<file path="src/btc_pkg.sv">
// ----------------------------------------------------------------------------
// btc_pkg
// Shared types and constants for the barometer trim compensation pipeline.
// ----------------------------------------------------------------------------
package btc_pkg;

  // Field widths of the payload and of the configuration port.
  localparam int unsigned RawW    = 24;
  localparam int unsigned CfgIdxW = 4;
  localparam int unsigned CfgW    = 48;

  // Signed width of the small multiplier operand (t or the raw pressure).
  localparam int unsigned XW = 25;

  // Width of the offset raw temperature.
  localparam int unsigned DW = 26;

  // Configuration register indexes.
  typedef enum logic [CfgIdxW-1:0] {
    RegTempTrim   = 4'd0,
    RegPressTrimA = 4'd1,
    RegPressTrimB = 4'd2,
    RegPressTrimC = 4'd3
  } cfg_reg_e;

  // Input transaction.
  typedef struct packed {
    logic [RawW-1:0] raw_temperature;
    logic [RawW-1:0] raw_pressure;
  } in_t;

  // Result transaction.
  typedef struct packed {
    logic signed [23:0] temperature;
    logic [23:0]        pressure;
    logic               saturated;
  } out_t;

endpackage

</file>
<file path="src/btc_temp.sv">
// ----------------------------------------------------------------------------
// btc_temp
// Three-stage temperature polynomial: d*T2*2^18 + d*d*T3, rounded to units of
// 2^-16 degC and clipped to the signed 24-bit range.
// ----------------------------------------------------------------------------
module btc_temp import btc_pkg::*; (
  input  logic                 clk_i,
  input  logic [2:0]           en_i,
  input  logic signed [DW-1:0] d_i,
  input  logic [15:0]          t2_i,
  input  logic signed [7:0]    t3_i,
  output logic signed [23:0]   t_o,
  output logic                 sat_o
);

  logic signed [42:0] m1_d, m1_q, m1d_q;
  logic signed [51:0] dd_d, dd_q;
  logic signed [58:0] p3_d, p3_q;
  logic signed [61:0] tx;
  logic signed [29:0] t_full;
  logic signed [23:0] t_d, t_q;
  logic               sat_d, sat_q;

  // Stage one: linear and square terms.
  always_comb begin
    m1_d = 43'(d_i) * 43'(signed'({1'b0, t2_i}));
    dd_d = 52'(d_i) * 52'(d_i);
  end

  // Stage two: scale the square by T3.
  assign p3_d = 59'(dd_q) * 59'(t3_i);

  // Stage three: sum, round half up, and clip.
  always_comb begin
    tx     = (62'(m1d_q) <<< 18) + 62'(p3_q) + 62'sd2147483648;
    t_full = 30'(tx >>> 32);
    sat_d  = 1'b0;
    if (t_full > 30'sd8388607) begin
      t_d   = 24'sd8388607;
      sat_d = 1'b1;
    end else if (t_full < -30'sd8388608) begin
      t_d   = -24'sd8388608;
      sat_d = 1'b1;
    end else begin
      t_d = 24'(t_full);
    end
  end

  always_ff @(posedge clk_i) begin
    if (en_i[0]) begin
      m1_q <= m1_d;
      dd_q <= dd_d;
    end
    if (en_i[1]) begin
      m1d_q <= m1_q;
      p3_q  <= p3_d;
    end
    if (en_i[2]) begin
      t_q   <= t_d;
      sat_q <= sat_d;
    end
  end

  assign t_o   = t_q;
  assign sat_o = sat_q;

endmodule

</file>
<file path="config.mk">
export PLATFORM = sky130hd
export DESIGN_NAME = btc_temp
export DESIGN_NICKNAME = d
export VERILOG_FILES = /design/src/btc_pkg.sv /design/src/btc_temp.sv
export SDC_FILE = /design/constraint.sdc
export NUM_CORES = 2
export LEC_CHECK = 0
export BUFFER_PORTS_ARGS = -buffer_cell sky130_fd_sc_hd__buf_4
export CAP_MARGIN = 20
export CELL_PAD_IN_SITES_DETAIL_PLACEMENT = 0
export CELL_PAD_IN_SITES_GLOBAL_PLACEMENT = 2
export CORE_UTILIZATION = 35
export DETAILED_ROUTE_END_ITERATION = 16
export GPL_ROUTABILITY_DRIVEN = 1
export HOLD_SLACK_MARGIN = 0.06
export MAX_ROUTING_LAYER = met4
export PLACE_DENSITY = 0.66
export SLEW_MARGIN = 40
export SYNTH_ARGS = -nofsm -noshare
export SYNTH_HDL_FRONTEND = slang
export SYNTH_SLANG_ARGS = --single-unit
</file>
<file path="constraint.sdc">
create_clock -name clk_i -period 10.2 [get_ports clk_i]
set_input_delay 2.04 -clock clk_i [delete_from_list [all_inputs] [get_ports clk_i]]
set_output_delay 2.04 -clock clk_i [all_outputs]
set_load 0.01 [all_outputs]
</file>
# After elaboration in Yosys (flattened, before gate mapping)
# Cells that the tools add are included.
op_classes:
  addsub: 2
  n_mul: 3
  magnitude_cmp: 2
  muxes: 2
ops:
  columns: ["operator", "count"]
  rows:
  - ["61-bit by 59-bit adder with 62-bit output", 1]
  - ["62-bit by 33-bit adder with 62-bit output, second input constant", 1]
  - ["52-bit by 8-bit multiplier with 59-bit output", 1]
  - ["26-bit by 26-bit multiplier with 52-bit output", 1]
  - ["26-bit by 17-bit multiplier with 43-bit output", 1]
  - ["30-bit by 24-bit > comparator with 1-bit output, second input constant", 1]
  - ["30-bit by 24-bit less-than comparator with 1-bit output, second input constant", 1]
  - ["24-bit 2-to-1 mux", 1]
  - ["1-bit 2-to-1 mux", 1]
word_totals:
  register_bits: 222
  input_bits: 54
  out_inout_bits: 25
  elab_cells: 15

# Logic depth before layout (Yosys ltp)
logic_depth:
  word_depth: 4
  mapped_depth: 30
  mapped_depth_nobuf: 28

# Worst setup path after synthesis
# Ideal clock, no wire load.
synth_timing:
  path_kind: "input -> register"
  startpoint: "input d_i[4]"
  endpoint: "register dd_q[51], data pin"
  setup_time_ns: 0.260
  t_arrival_ns: 8.855
  required_time_ns: 9.940
  path_slack_ns: 1.085
  stages: 28
  path_buffers: 3
  cell_sequence: "clkbuf_1 > clkbuf_1 > clkbuf_1 > nand2_1 > fa_1 > inv_1 > fa_1 > fa_1 > inv_1 > fa_1 > inv_1 > fa_1 > fa_1 > inv_1 > fa_1 > inv_1 > ha_1 > and3_1 > and4_1 > nand3b_1 > o221ai_1 > o21ai_1 > a31oi_1 > o22a_1 > a211o_1 > or3b_1 > a31oi_1 > xnor2_1"
synth_between:
  elab_chain_len: 1
synth_rtl:
  columns: ["item", "line_no", "source"]
  rows:
  - ["start: declaration", "btc_temp.sv:9", "input logic signed [DW-1:0] d_i,"]
  - ["26-bit by 26-bit multiplier with 52-bit output", "btc_temp.sv:27", "dd_d = 52'(d_i) * 52'(d_i);"]
  - ["named net dd_d[51]", "btc_temp.sv:17", "logic signed [51:0] dd_d, dd_q;"]
  - ["end signal: assignment", "btc_temp.sv:52", "dd_q <= dd_d;"]
  - ["end: declaration", "btc_temp.sv:17", null]
# The timed path passes the listed nets, and every way through them passes these cells.
# A chain may end at the register's enable or synchronous reset.

# Worst setup path in the final report
layout_timing:
  startpoint: "input d_i[7]"
  endpoint: "register dd_q[50], data pin"
# Same word-level chain as after synthesis.

==> key figures <==
Outcome
  – Status: complete, no violations

Worst setup path
  – Bufs and invs on worst path: 8
  – Top delay family on crit path: adder cells
  – Crit Path Class: primary input to flop
  – Critical path peak fanout: 30
  – CP arrival: 9.44 ns
  – Flop2flop setup slack: 3.49 ns
  – Worst Setup End Kind: flop
  – CP max-delay cell: fa_1
  – Element type at the critical path start: primary input
  – Slowest stage delay, CP: 0.54 ns
  – CP Data Required Time: 10.52 ns

Floorplanning
  – Core Area: 166000 sq um
  – Die Wd: 411 um
  – IO Pins: 79
  – Core Rows: 149
  – Total Die Area: 169000 sq um
  – Die Y: 411 um
  – Initial Utilization: 35.4%

Drt
  – WL met3: 5210 um
  – DR WL/cell: 20.1 um
  – Via Count: 38.4k
  – DRT Wirelength: 164000 um
  – DR WL met2: 75200 um
  – Highest layer used for signal routing: met4
  – Drt drc: 0
  – Vias/cell: 4.69
  – First-pass detailed-route iteration total: 5
  – DR iter-0 viols: 1897
  – DRT met1 WL: 82500 um
  – Antenna Violating Nets Remaining: 0

Synth
  – Most frequent cell after synthesis: inv_1
  – Sequential area share after synthesis: 10.4%
  – #FFs+latches synth: 203
  – EDFF count, synth: 203
  – Predominant post-synthesis flop cell: edfxtp_1
  – Top-area cell type share of the netlist area: 46.9%
  – Largest area contributor in the netlist: fa_1
  – Most common library cells after synthesis: inv_1 (1622), fa_1 (1371), nand2_1 (594)
  – Cells after Synth: 6021
  – Avg Inst Size Synth: 9.72 sq um
  – Synthesized net count: 7902
  – Syn. warnings: 0
  – Area contributors post-synth: fa_1 (47%), edfxtp_1 (10%), inv_1 (10%), ha_1 (9.7%), and2_1 (6.2%)
  – Post-Syn Area: 58500 sq um
  – Async S/R FF share, synth: 0%
  – Synth unique cells: 74

Placement
  – Hpwl dp: 136000 um
  – Placer Congestion: 0.866
  – IO Port Bufs: 78

Global routing
  – Global-route wire length before repair: 258000 um
  – Vias in the first global route: 42.2k
  – Largest net degree at the start of global routing: 72
  – Initial antenna violation count: 6
  – Grt ovf: 0
  – GRT Util Overall: 20.6%

Timing
  – Final min period: 9.11 ns
  – Setup TNS: 0 ns
  – Final setup viols: 0
  – Final hold vios: 0
  – Measured slew at the worst slew-check pin: 0.774 ns
  – Unrepaired setup endpoints after global routing: false
  – Final Cycle Share: 89.3%
  – Upper clock frequency limit: 110 MHz
  – Final Max Slew Viols: 0
  – Slew margin rel.: 48.4%
  – Final Skew: 0.0329 ns

Min path
  – Hold Path Class: flop to flop

CTS
  – CTS tree: yes
  – Clock sink count: 203
  – Worst-path clk slew: 0.06 ns
  – Postcts setup bufs: 0
  – Later-pin clock latency in the skew report: 0.60 ns
  – CTS Hold Buffers Added: 0
  – CTS Buffer Depth: 3
  – CTS root buffer: clkbuf_16
  – H-Tree Depth: 1
  – CTS Buf Count: 26
  – PostCTS Resize Cnt: 0

Finish
  – Layout cell share with drive strength beyond 1: 3.53%
  – Sequential cell area: 6100 sq um
  – Nets: 7860
  – Fillcell total: 17.0k
  – Multi-input combinational cell area: 45600 sq um
  – Area growth from synthesis to layout: 6.79%

Job
  – Maxcap violations: 0
-- layout by cell type, fill, tap and decap left out, types with 19 or more instances in the layout --
| cell | count |
|---|---|
| clkbuf_16 | 26 |
| buf_4 | 132 |
| fa_1 | 1371 |
| inv_1 | 1622 |
| nor2b_1 | 34 |
| nand3_1 | 33 |
| and2_1 | 583 |
| o21ai_0 | 62 |
| ha_1 | 456 |
| o21ai_1 | 21 |
| a21o_1 | 105 |
| nand2_1 | 594 |
| nand4_1 | 19 |
| and3_1 | 19 |
| nor2_1 | 100 |
| edfxtp_1 | 203 |
| xor2_1 | 60 |
| xnor2_1 | 126 |
| nand2b_1 | 64 |
| a21oi_1 | 139 |
-- flip-flops by register name (all words and copies together) (netlist names) --
register	count
dd_q	51
m1_q	43
m1d_q	43
p3_q	41
t_o	24
sat_o	1
-- worst paths after layout --
check / cells after the start / from / to
min: 0 / m1_q[4] / m1d_q[4]
min reg2reg: 0 / m1_q[4] / m1d_q[4]
max: 27 / d_i[7] / dd_q[50]
max reg2reg: 19 / dd_q[18] / p3_q[57]
-- logic make-up after synthesis --
logic type,Yosys count,share of synthesized area [%]
adders and majority gates,1827,56.6
AOI/OAI and AO/OA,478,5.41
buffers and inverters,1829,11.7
other,2,0.0128
xor gates and xnor gates,186,2.78
DFF,203,10.4
and+or+nand+nor,1494,13.0
muxes,2,0.0363
-- final cells by class --
type	count	share of cell area, %
flip-flops and latches	203	9.75
repair buffers	137	1.73
well taps	2189	4.38
inverters	1622	9.74
clock buffers	27	1.05
multi-input cells	3989	72.9
diodes	1	0.00400
clock inverters	21	0.440
-- through the flow --
stage	util (%)	setup WS, ns	area [sq um]	cells	hold WS (ns)
after floorplan	-	1.09	58500	6021	0.400
after global placement	37.2	0.463	61600	8138	0.402
after detailed placement	37.2	0.431	61600	8140	0.405
after CTS	37.8	1.06	62500	8188	0.393
after global routing	37.8	0.671	62500	8189	0.395
final	37.8	1.09	62500	8189	0.397
-- metal layers --
layer	GRT usage, %	vias to the layer above
met5	-	-
met4	1.99	0
met3	1.17	67
met1	30.6	20100
li1	-	17700
met2	31.9	580
Power is left out: the tool's default activity adds up to more than one toggle a clock period on the data nets, which glitch-free logic cannot reach.
